File: src/hw/rtl/md5_pkg.sv
// md5 package: request and digest payload types, sequencer codes, round tables
// no dependencies; used by md5_message_digest

package md5_pkg;

  typedef struct packed {
    logic [7:0] data_byte;
    logic       byte_present;
    logic       end_of_message;
  } msg_t;

  typedef struct packed {
    logic [63:0] digest_half;
    logic        half_is_last;
  } dig_t;

  typedef enum logic [3:0] {
    S_IDLE  = 4'b0001,
    S_LOAD  = 4'b0010,
    S_ROUND = 4'b0100,
    S_FOLD  = 4'b1000
  } state_t;

  // kind of block being compressed
  typedef enum logic [1:0] {
    PAD_NONE   = 2'd0,  // full block of message bytes
    PAD_ONE    = 2'd1,  // tail bytes, 0x80 marker and length
    PAD_FIRST  = 2'd2,  // tail bytes and marker, no room for length
    PAD_SECOND = 2'd3   // zeros and length
  } pad_mode_t;

  localparam logic [31:0] CHAIN_INIT [4] = '{
    32'h67452301, 32'hefcdab89, 32'h98badcfe, 32'h10325476
  };

  localparam logic [7:0] PAD_MARK   = 8'h80;
  localparam logic [5:0] LAST_ROUND = 6'd63;
  localparam logic [5:0] LEN_ROOM   = 6'd56;

  function automatic logic [31:0] round_k(input logic [5:0] r);
    logic [31:0] k;
    case (r)
      6'd0:  k = 32'hd76aa478;  6'd1:  k = 32'he8c7b756;
      6'd2:  k = 32'h242070db;  6'd3:  k = 32'hc1bdceee;
      6'd4:  k = 32'hf57c0faf;  6'd5:  k = 32'h4787c62a;
      6'd6:  k = 32'ha8304613;  6'd7:  k = 32'hfd469501;
      6'd8:  k = 32'h698098d8;  6'd9:  k = 32'h8b44f7af;
      6'd10: k = 32'hffff5bb1;  6'd11: k = 32'h895cd7be;
      6'd12: k = 32'h6b901122;  6'd13: k = 32'hfd987193;
      6'd14: k = 32'ha679438e;  6'd15: k = 32'h49b40821;
      6'd16: k = 32'hf61e2562;  6'd17: k = 32'hc040b340;
      6'd18: k = 32'h265e5a51;  6'd19: k = 32'he9b6c7aa;
      6'd20: k = 32'hd62f105d;  6'd21: k = 32'h02441453;
      6'd22: k = 32'hd8a1e681;  6'd23: k = 32'he7d3fbc8;
      6'd24: k = 32'h21e1cde6;  6'd25: k = 32'hc33707d6;
      6'd26: k = 32'hf4d50d87;  6'd27: k = 32'h455a14ed;
      6'd28: k = 32'ha9e3e905;  6'd29: k = 32'hfcefa3f8;
      6'd30: k = 32'h676f02d9;  6'd31: k = 32'h8d2a4c8a;
      6'd32: k = 32'hfffa3942;  6'd33: k = 32'h8771f681;
      6'd34: k = 32'h6d9d6122;  6'd35: k = 32'hfde5380c;
      6'd36: k = 32'ha4beea44;  6'd37: k = 32'h4bdecfa9;
      6'd38: k = 32'hf6bb4b60;  6'd39: k = 32'hbebfbc70;
      6'd40: k = 32'h289b7ec6;  6'd41: k = 32'heaa127fa;
      6'd42: k = 32'hd4ef3085;  6'd43: k = 32'h04881d05;
      6'd44: k = 32'hd9d4d039;  6'd45: k = 32'he6db99e5;
      6'd46: k = 32'h1fa27cf8;  6'd47: k = 32'hc4ac5665;
      6'd48: k = 32'hf4292244;  6'd49: k = 32'h432aff97;
      6'd50: k = 32'hab9423a7;  6'd51: k = 32'hfc93a039;
      6'd52: k = 32'h655b59c3;  6'd53: k = 32'h8f0ccc92;
      6'd54: k = 32'hffeff47d;  6'd55: k = 32'h85845dd1;
      6'd56: k = 32'h6fa87e4f;  6'd57: k = 32'hfe2ce6e0;
      6'd58: k = 32'ha3014314;  6'd59: k = 32'h4e0811a1;
      6'd60: k = 32'hf7537e82;  6'd61: k = 32'hbd3af235;
      6'd62: k = 32'h2ad7d2bb;  6'd63: k = 32'heb86d391;
      default: k = 32'h0;
    endcase
    return k;
  endfunction

  function automatic logic [4:0] round_s(input logic [5:0] r);
    logic [4:0] s;
    case ({r[5:4], r[1:0]})
      4'd0:  s = 5'd7;   4'd1:  s = 5'd12;  4'd2:  s = 5'd17;  4'd3:  s = 5'd22;
      4'd4:  s = 5'd5;   4'd5:  s = 5'd9;   4'd6:  s = 5'd14;  4'd7:  s = 5'd20;
      4'd8:  s = 5'd4;   4'd9:  s = 5'd11;  4'd10: s = 5'd16;  4'd11: s = 5'd23;
      4'd12: s = 5'd6;   4'd13: s = 5'd10;  4'd14: s = 5'd15;  4'd15: s = 5'd21;
      default: s = 5'd0;
    endcase
    return s;
  endfunction

  // message word used by a round, all arithmetic mod 16
  function automatic logic [3:0] round_pick(input logic [5:0] r);
    logic [3:0] n;
    logic [3:0] p;
    n = r[3:0];
    case (r[5:4])
      2'd0:    p = n;
      2'd1:    p = {n[1:0], 2'b00} + n + 4'd1;
      2'd2:    p = {n[2:0], 1'b0} + n + 4'd5;
      2'd3:    p = {n[0], 3'b000} - n;
      default: p = n;
    endcase
    return p;
  endfunction

endpackage

File: src/hw/rtl/md5_message_digest.sv
// md5 message digest: byte gathering, padding and iterative 64-round compression
// depends on md5_pkg (payload types, round tables, sequencer codes)

// usage
//   msg channel (msg_valid / msg_ready / msg) takes one request per message byte;
//   a request with end_of_message closes the message, with or without a byte.
//   dig channel (dig_valid / dig_ready / dig) returns two requests per message:
//   digest bytes 0..7 (half_is_last = 0), then bytes 8..15 (half_is_last = 1).
// timing
//   a byte that does not fill a block is taken without leaving the idle state.
//   each block passes through one shared round unit: a load step, 64 rounds at
//   one round per cycle, then a fold into the chain.
//   the 64th byte starts a block; an end request adds one or two padding
//   blocks (two when 56 or more bytes sit in the last block), so the first
//   digest half appears after one or two block compressions (also two when
//   the end request carries the 64th byte). msg_ready is low during compression.
// stalls and reset
//   the digest sits in its own holding register, so the next message streams in
//   while the receiver stalls; only the fold of the next digest waits for it.
//   rst clears the sequencer, counts and output valid and loads the initial chain.

module md5_message_digest
  import md5_pkg::*;
(
  input  logic clk,
  input  logic rst,
  input  logic msg_valid,
  output logic msg_ready,
  input  msg_t msg,
  output logic dig_valid,
  input  logic dig_ready,
  output dig_t dig
);

  state_t      state;
  pad_mode_t   mode;
  logic        pend_end;     // end seen on the byte that closed a full block
  logic [5:0]  rnd;          // round counter
  logic [5:0]  fill;         // bytes held in the current block
  logic [60:0] msg_bytes;    // message length in bytes, wraps
  logic [31:0] chain [4];
  logic [31:0] rr [4];       // working registers a, b, c, d
  logic [31:0] km;           // round constant plus message word, one round ahead
  logic [31:0] store [16];   // block buffer, little-endian bytes
  logic [127:0] hold;        // digest waiting for the receiver
  logic        hold_valid;
  logic        out_half;

  logic        msg_fire;
  logic [5:0]  fill_inc;
  logic [5:0]  fill_end;
  logic [5:0]  sel_r;
  logic [3:0]  pick;
  logic [6:0]  lim;
  logic        mark_en;
  logic        len_en;
  logic [63:0] bit_len;
  logic [31:0] eff_word;
  logic [31:0] km_next;
  logic [31:0] mix;
  logic [31:0] t_sum;
  logic [63:0] t_dbl;
  logic [31:0] b_new;
  logic [31:0] sums [4];
  logic        final_blk;

  assign msg_ready = (state == S_IDLE);
  assign msg_fire  = msg_valid && msg_ready;
  assign fill_inc  = fill + 6'd1;
  assign fill_end  = msg.byte_present ? fill_inc : fill;
  assign final_blk = (mode == PAD_ONE) || (mode == PAD_SECOND);

  assign dig_valid        = out_half || hold_valid;
  assign dig.digest_half  = out_half ? hold[127:64] : hold[63:0];
  assign dig.half_is_last = out_half;

  // padding window of the block in flight
  always_comb begin
    lim     = 7'd64;
    mark_en = 1'b0;
    len_en  = 1'b0;
    case (mode)
      PAD_NONE: begin
        lim = 7'd64;
      end
      PAD_ONE: begin
        lim     = {1'b0, fill};
        mark_en = 1'b1;
        len_en  = 1'b1;
      end
      PAD_FIRST: begin
        lim     = {1'b0, fill};
        mark_en = 1'b1;
      end
      PAD_SECOND: begin
        lim    = 7'd0;
        len_en = 1'b1;
      end
      default: begin
        lim = 7'd64;
      end
    endcase
  end

  assign bit_len = {msg_bytes, 3'b000};

  // message word for the round after this one, with padding applied on read
  assign sel_r = (state == S_ROUND) ? rnd + 6'd1 : rnd;
  assign pick  = round_pick(sel_r);

  always_comb begin
    logic [6:0] pos;
    eff_word = '0;
    for (int k = 0; k < 4; k++) begin
      pos = {1'b0, pick, 2'(k)};
      if (pos < lim) begin
        eff_word[8*k +: 8] = store[pick][8*k +: 8];
      end else if (mark_en && (pos == lim)) begin
        eff_word[8*k +: 8] = PAD_MARK;
      end
    end
    if (len_en && (pick == 4'd14)) begin
      eff_word = bit_len[31:0];
    end else if (len_en && (pick == 4'd15)) begin
      eff_word = bit_len[63:32];
    end
  end

  assign km_next = round_k(sel_r) + eff_word;

  // shared round unit
  always_comb begin
    case (rnd[5:4])
      2'd0:    mix = (rr[1] & rr[2]) | (~rr[1] & rr[3]);
      2'd1:    mix = (rr[3] & rr[1]) | (~rr[3] & rr[2]);
      2'd2:    mix = rr[1] ^ rr[2] ^ rr[3];
      2'd3:    mix = rr[2] ^ (rr[1] | ~rr[3]);
      default: mix = rr[1] ^ rr[2] ^ rr[3];
    endcase
  end

  assign t_sum = rr[0] + mix + km;
  assign t_dbl = {t_sum, t_sum} << round_s(rnd);
  assign b_new = rr[1] + t_dbl[63:32];

  always_comb begin
    for (int i = 0; i < 4; i++) begin
      sums[i] = chain[i] + rr[i];
    end
  end

  // block buffer write, one byte per request
  always_ff @(posedge clk) begin
    if (msg_fire && msg.byte_present) begin
      store[fill[5:2]][8*fill[1:0] +: 8] <= msg.data_byte;
    end
  end

  // round datapath
  always_ff @(posedge clk) begin
    if (state == S_LOAD) begin
      for (int i = 0; i < 4; i++) begin
        rr[i] <= chain[i];
      end
      km <= km_next;
    end else if (state == S_ROUND) begin
      rr[0] <= rr[3];
      rr[1] <= b_new;
      rr[2] <= rr[1];
      rr[3] <= rr[2];
      km    <= km_next;
    end
  end

  always_ff @(posedge clk) begin
    if ((state == S_FOLD) && final_blk && !dig_valid) begin
      hold <= {sums[3], sums[2], sums[1], sums[0]};
    end
  end

  // sequencer and output handshake
  always_ff @(posedge clk) begin
    if (rst) begin
      state      <= S_IDLE;
      mode       <= PAD_NONE;
      pend_end   <= 1'b0;
      rnd        <= '0;
      fill       <= '0;
      msg_bytes  <= '0;
      hold_valid <= 1'b0;
      out_half   <= 1'b0;
      for (int i = 0; i < 4; i++) begin
        chain[i] <= CHAIN_INIT[i];
      end
    end else begin
      // first half, then second half, then free
      if (dig_valid && dig_ready) begin
        if (!out_half) begin
          out_half   <= 1'b1;
          hold_valid <= 1'b0;
        end else begin
          out_half <= 1'b0;
        end
      end

      case (state)
        S_IDLE: begin
          rnd <= '0;
          if (msg_fire) begin
            if (msg.byte_present) begin
              fill      <= fill_inc;
              msg_bytes <= msg_bytes + 61'd1;
            end
            if (msg.byte_present && (fill == LAST_ROUND)) begin
              // block full: compress it, padding follows if the message ends
              state    <= S_LOAD;
              mode     <= PAD_NONE;
              pend_end <= msg.end_of_message;
            end else if (msg.end_of_message) begin
              state <= S_LOAD;
              mode  <= (fill_end >= LEN_ROOM) ? PAD_FIRST : PAD_ONE;
            end
          end
        end
        S_LOAD: begin
          rnd   <= '0;
          state <= S_ROUND;
        end
        S_ROUND: begin
          rnd <= rnd + 6'd1;
          if (rnd == LAST_ROUND) begin
            state <= S_FOLD;
          end
        end
        S_FOLD: begin
          if (final_blk) begin
            // digest waits until the previous one has gone out
            if (!dig_valid) begin
              hold_valid <= 1'b1;
              for (int i = 0; i < 4; i++) begin
                chain[i] <= CHAIN_INIT[i];
              end
              fill      <= '0;
              msg_bytes <= '0;
              mode      <= PAD_NONE;
              state     <= S_IDLE;
            end
          end else begin
            for (int i = 0; i < 4; i++) begin
              chain[i] <= sums[i];
            end
            if (mode == PAD_FIRST) begin
              mode  <= PAD_SECOND;
              state <= S_LOAD;
            end else if (pend_end) begin
              mode     <= PAD_ONE;
              pend_end <= 1'b0;
              state    <= S_LOAD;
            end else begin
              state <= S_IDLE;
            end
          end
        end
        default: begin
          state <= S_IDLE;
        end
      endcase
    end
  end

endmodule

File: config.mk
export PLATFORM = sky130hd
export DESIGN_NAME = md5_message_digest
export DESIGN_NICKNAME = d
export VERILOG_FILES = /design/src/hw/rtl/md5_pkg.sv /design/src/hw/rtl/md5_message_digest.sv
export SDC_FILE = /design/constraint.sdc
export NUM_CORES = 2
export LEC_CHECK = 0
export BUFFER_PORTS_ARGS = -buffer_cell sky130_fd_sc_hd__buf_2
export CAP_MARGIN = 0
export CELL_PAD_IN_SITES_DETAIL_PLACEMENT = 0
export CELL_PAD_IN_SITES_GLOBAL_PLACEMENT = 1
export CORE_MARGIN = 2
export CORE_UTILIZATION = 51
export DETAILED_ROUTE_END_ITERATION = 12
export GPL_TIMING_DRIVEN = 0
export PLACE_DENSITY = 0.79
export SYNTH_ARGS = -nofsm -noshare
export SYNTH_HDL_FRONTEND = slang
export SYNTH_SLANG_ARGS = --single-unit
File: constraint.sdc
create_clock -name clk -period 10 [get_ports clk]
set_input_delay 0 -clock clk [delete_from_list [all_inputs] [get_ports clk]]
set_output_delay 0 -clock clk [all_outputs]
set_load 0.005 [all_outputs]
==> impl_metrics.csv <==
group,metric,value,unit
place,pre_cts_slack,-2.66,ns
layout,area.growth.synth_to_final,11.1,%
global_routing,grt_pass1_vias,46900,
setup_path,cp_data_arrival_time,10.22,ns
route,drt_wl_total,217,mm
die,initial_cell_density_of_the_core,51.4,%
clocking,clk_sinks,1015,
timing,slew_violations,18,
setup_path,critical-path-top-delay-family,"compound AO/OA/AOI/OAI gates",
logic_synthesis,syn-cell-area,59900,µm²
logic_synthesis,synth-xor-area-share,4.45,%
timing,hold_viol,0,
clocking,clock_path_buffers,3,
place,port-buffer-count,79,
logic_synthesis,synth_fp_nets,6413,
place,globalplace.congestion,1.06,
logic_synthesis,synth_compound_area_share,14.3,%
timing,maxSlewHeadroom,-7.23,%
global_routing,groute.usage.overall,35.5,%
layout,final_core_utilization,57.1,%
setup_path,crit_path_start_kind,"register",
outcome,run_status,"finished with violations",
timing,fmax,103,MHz
die,placement_rows,125,
die,die_h,347,µm
logic_synthesis,synth_seq_cells,1015,
logic_synthesis,simple_logic_cell_fraction_of_the_synthesized_area,17.5,%
route,drt_drc_violations_left,0,
global_routing,antenna_found_initial,7,
route,dr_total_vias,49100,
route,vias_per_cell,6.21,
logic_synthesis,yosysWarnings,0,
timing,finalSetupViolCount,0,
logic_synthesis,synth_sequential_area_ratio,48.9,%
logic_synthesis,proportion_of_synthesized_area_in_mux_cells,3.72,%
setup_path,category_of_the_most_critical_setup_path,"reg2reg",
setup_path,critical_path.reg2reg.startpoint,"rnd[5]",
die,floorplan.die_area,120000,µm²
power,ir_worst_vdd,0.180,mV
die,core_area,116000,µm²
route,antenna_left,0,
logic_synthesis,combinational_family_with_the_most_area_after_synthesis,"simple AND/OR/NAND/NOR gates",
logic_synthesis,synth_adder_area_share,7.38,%
clocking,clock_insertion_delay_worst_skew,0.78,ns
die,floorplan.io_pins,81,
place,detailedPlacementHpwl,163,mm
timing,clk_skew,0.0744,ns
worst_hold_path,worst_hold_startpoint,"rst",
logic_synthesis,count_of_flip_flops_with_a_built_in_enable_after_synthesis,896,
setup_path,worstPathBufferInverterCount,4,
clocking,clock-root-buffer,"sky130_fd_sc_hd__clkbuf_16",
logic_synthesis,share_of_synthesized_flip_flops_with_an_asynchronous_set_or_reset,0,%
power,power_per_cell_area,250,nW/µm²
timing,period_share,96.6,%
setup_path,ff2ff_setup_slack,0.34,ns
logic_synthesis,synth_cell_type_count,97,
outcome,violations,"max-capacitance violations, max-slew violations",
route,detail_route.first_pass.iterations,6,
clocking,clkSlewWorstSetupHoldPaths,0.08,ns
clocking,cts.htree.levels,3,
timing,worst-slew-pin-transition,1.61,ns
timing,final_period_minus_worst_setup_slack,9.66,ns
setup_path,critPathMaxFanout,10,
layout,post_route_cells_drive_above_1_share,8.35,%
worst_hold_path,worst_hold_path_depth,2,
clocking,numCtsBuffers,109,
setup_path,maximum_single_stage_delay_on_the_critical_path,0.52,ns
layout,layout.nets,6621,
layout,commonest_cells_after_routing_fill_and_taps_aside,"1,139 x sky130_fd_sc_hd__nand2_1, 896 x sky130_fd_sc_hd__edfxtp_1, 402 x sky130_fd_sc_hd__nor2_1, 330 x sky130_fd_sc_hd__o21ai_0, 327 x sky130_fd_sc_hd__a21oi_1",
power,leakage_component_of_the_power,24.9,nW
logic_synthesis,dominantRegCellSynth,"sky130_fd_sc_hd__edfxtp_1",
logic_synthesis,syn_avg_cell_area,9.86,µm²
route,drt_iter0_markers,5234,
setup_path,ff2ff_path_depth,33,
global_routing,globalRoute.totalOverflow,0,
layout,fillers,10300,
worst_hold_path,min_to,"rnd[4]",
setup_path,worst_path_max_delay_cell,"sky130_fd_sc_hd__fa_1",
run,maxCapViolCount,3,
setup_path,critical_r2r_capture,"rr[1][30]",
worst_hold_path,worst_hold_path_type,"in2reg",
global_routing,pin_count_of_the_biggest_net_entering_global_routing,68,
clocking,cts_tree,"yes",
global_routing,wire_length_of_the_first_global_routing_pass,313,mm
layout,most_common_library_cell_in_the_layout_ignoring_fill_and_taps,"sky130_fd_sc_hd__nand2_1",
setup_path,worst_setup_path_end_kind,"register",
die,die_width,347,µm
logic_synthesis,syn_inst,6070,
setup_path,required,10.56,ns
route,wire_per_inst,27.5,µm
timing,timing.final.ws_setup,0.337,ns
where the power goes:
group | total [W] | switching [W] | internal (W)
clock | 0.00428 | 0.00182 | 0.00245
sequential | 0.00508 | 0.000159 | 0.00492
combinational | 0.00726 | 0.00459 | 0.00267
total | 0.0166 | 0.00657 | 0.0100
how the worst max path moves through the flow:
stage / startpoint / to / slack, ns / cells after the start
floorplan: rnd[4] / rr[1][31] / 1.66 / 32
global placement: state[3] / km[31] / -2.66 / 31
detailed placement: state[3] / km[31] / -2.66 / 31
CTS: state[0] / km[30] / 0.003 / 38
global route: rnd[5] / rr[1][31] / -0.001 / 36
finish: rnd[5] / rr[1][30] / 0.34 / 33
cells in the mapped netlist, types with 30 or more instances:
master	instances	area, µm²
sky130_fd_sc_hd__mux2_2	78	878
sky130_fd_sc_hd__buf_2	65	325
sky130_fd_sc_hd__buf_1	51	191
sky130_fd_sc_hd__a221oi_1	52	455
sky130_fd_sc_hd__ha_1	290	3630
sky130_fd_sc_hd__a21o_1	101	758
sky130_fd_sc_hd__a211oi_1	37	278
sky130_fd_sc_hd__fa_1	39	781
sky130_fd_sc_hd__a31oi_1	70	438
sky130_fd_sc_hd__inv_1	220	826
sky130_fd_sc_hd__and3_1	109	682
sky130_fd_sc_hd__xnor2_1	189	1660
sky130_fd_sc_hd__edfxtp_1	896	26900
sky130_fd_sc_hd__nor2_1	402	1510
sky130_fd_sc_hd__or3_1	38	238
sky130_fd_sc_hd__and2_1	97	607
sky130_fd_sc_hd__xor2_1	105	920
sky130_fd_sc_hd__dfxtp_1	119	2380
sky130_fd_sc_hd__a21oi_1	343	1720
sky130_fd_sc_hd__clkbuf_1	202	758
sky130_fd_sc_hd__nand2b_1	100	626
sky130_fd_sc_hd__a311oi_1	114	998
sky130_fd_sc_hd__o21ai_0	333	1670
sky130_fd_sc_hd__nand4_1	32	200
sky130_fd_sc_hd__nor3_1	63	315
sky130_fd_sc_hd__nand2_1	1144	4290
sky130_fd_sc_hd__mux2i_1	103	1030
sky130_fd_sc_hd__nand3_1	257	1290
sky130_fd_sc_hd__o211ai_1	30	225
sky130_fd_sc_hd__nor2b_1	38	238
per-stage QoR:
stage | power, W | std cells | instance area (µm²) | setup TNS (ns) | hold slack [ns]
floorplan | 0.0100 | 6070 | 59900 | 0 | 0.150
global placement | 0.0121 | 7673 | 62200 | -62.01 | 0.348
detailed placement | 0.0122 | 7679 | 62300 | -63.11 | 0.351
CTS | 0.0164 | 7895 | 66300 | 0 | 0.0741
global route | 0.0174 | 7895 | 66500 | -0.00146 | 0.127
finish | 0.0166 | 7898 | 66500 | 0 | 0.0739
cell families (layout without fill, tap and decap cells):
logic type / count (synthesis) / in the layout
fa+ha+maj: 330 / 330
mux: 195 / 195
simple gates: 2345 / 2345
other cells: 0 / 3
compound gates: 1332 / 1332
buf+inv: 554 / 855
flops: 1015 / 1015
xor+xnor: 299 / 299
registers in the layout, summed over array words and instances (netlist names), named ones only:
signal and count:
rr 128, out_half 1, msg_bytes 61, mode 2, chain 128, pend_end 1
store 512, rnd 6, state 4, hold 128, km 32, hold_valid 1
fill 6
repair_timing:
item | 4_1_cts | 5_1_grt
hold buffers | 14 | 0
endpoints found under the setup margin | 44 | 17
buffers inserted | 0 | 2
cloned | 0 | 0
pin swaps | 0 | 2
hold endpoints to repair | 452 | 0
resized for setup | 45 | 47
cell type report:
type,instances,area [µm²],area share (%)
clock buffers,133,2880,4.33
diodes,3,7.51,0.0113
well taps,1524,1910,2.87
repair buffers,102,708,1.07
multi-input cells,4501,28600,43.0
flip-flops and latches,1015,29300,44.0
inverters,229,872,1.31
clock inverters,71,892,1.34
plain buffers,320,1370,2.06
layer usage:
metal  vias to the layer above  wire length, µm  global-route usage [%]
li1                      22400                -                       -
met1                     23900            86600                    45.5
met2                      2176            99600                    57.1
met3                       550            16600                    6.16
met4                         6            14200                    20.1
met5                         -               34                       0
worst reg2reg max path: cells and delay by family, from the launching register on:
family,cells,cell delay [ns]
AOI/OAI and AO/OA,18,4.84
adders and majority gates,4,1.52
buffers and inverters,4,0.83
DFF,1,0.34
muxes,3,1.14
and+or+nand+nor,4,0.77
Power figures use the tool's default switching activity.
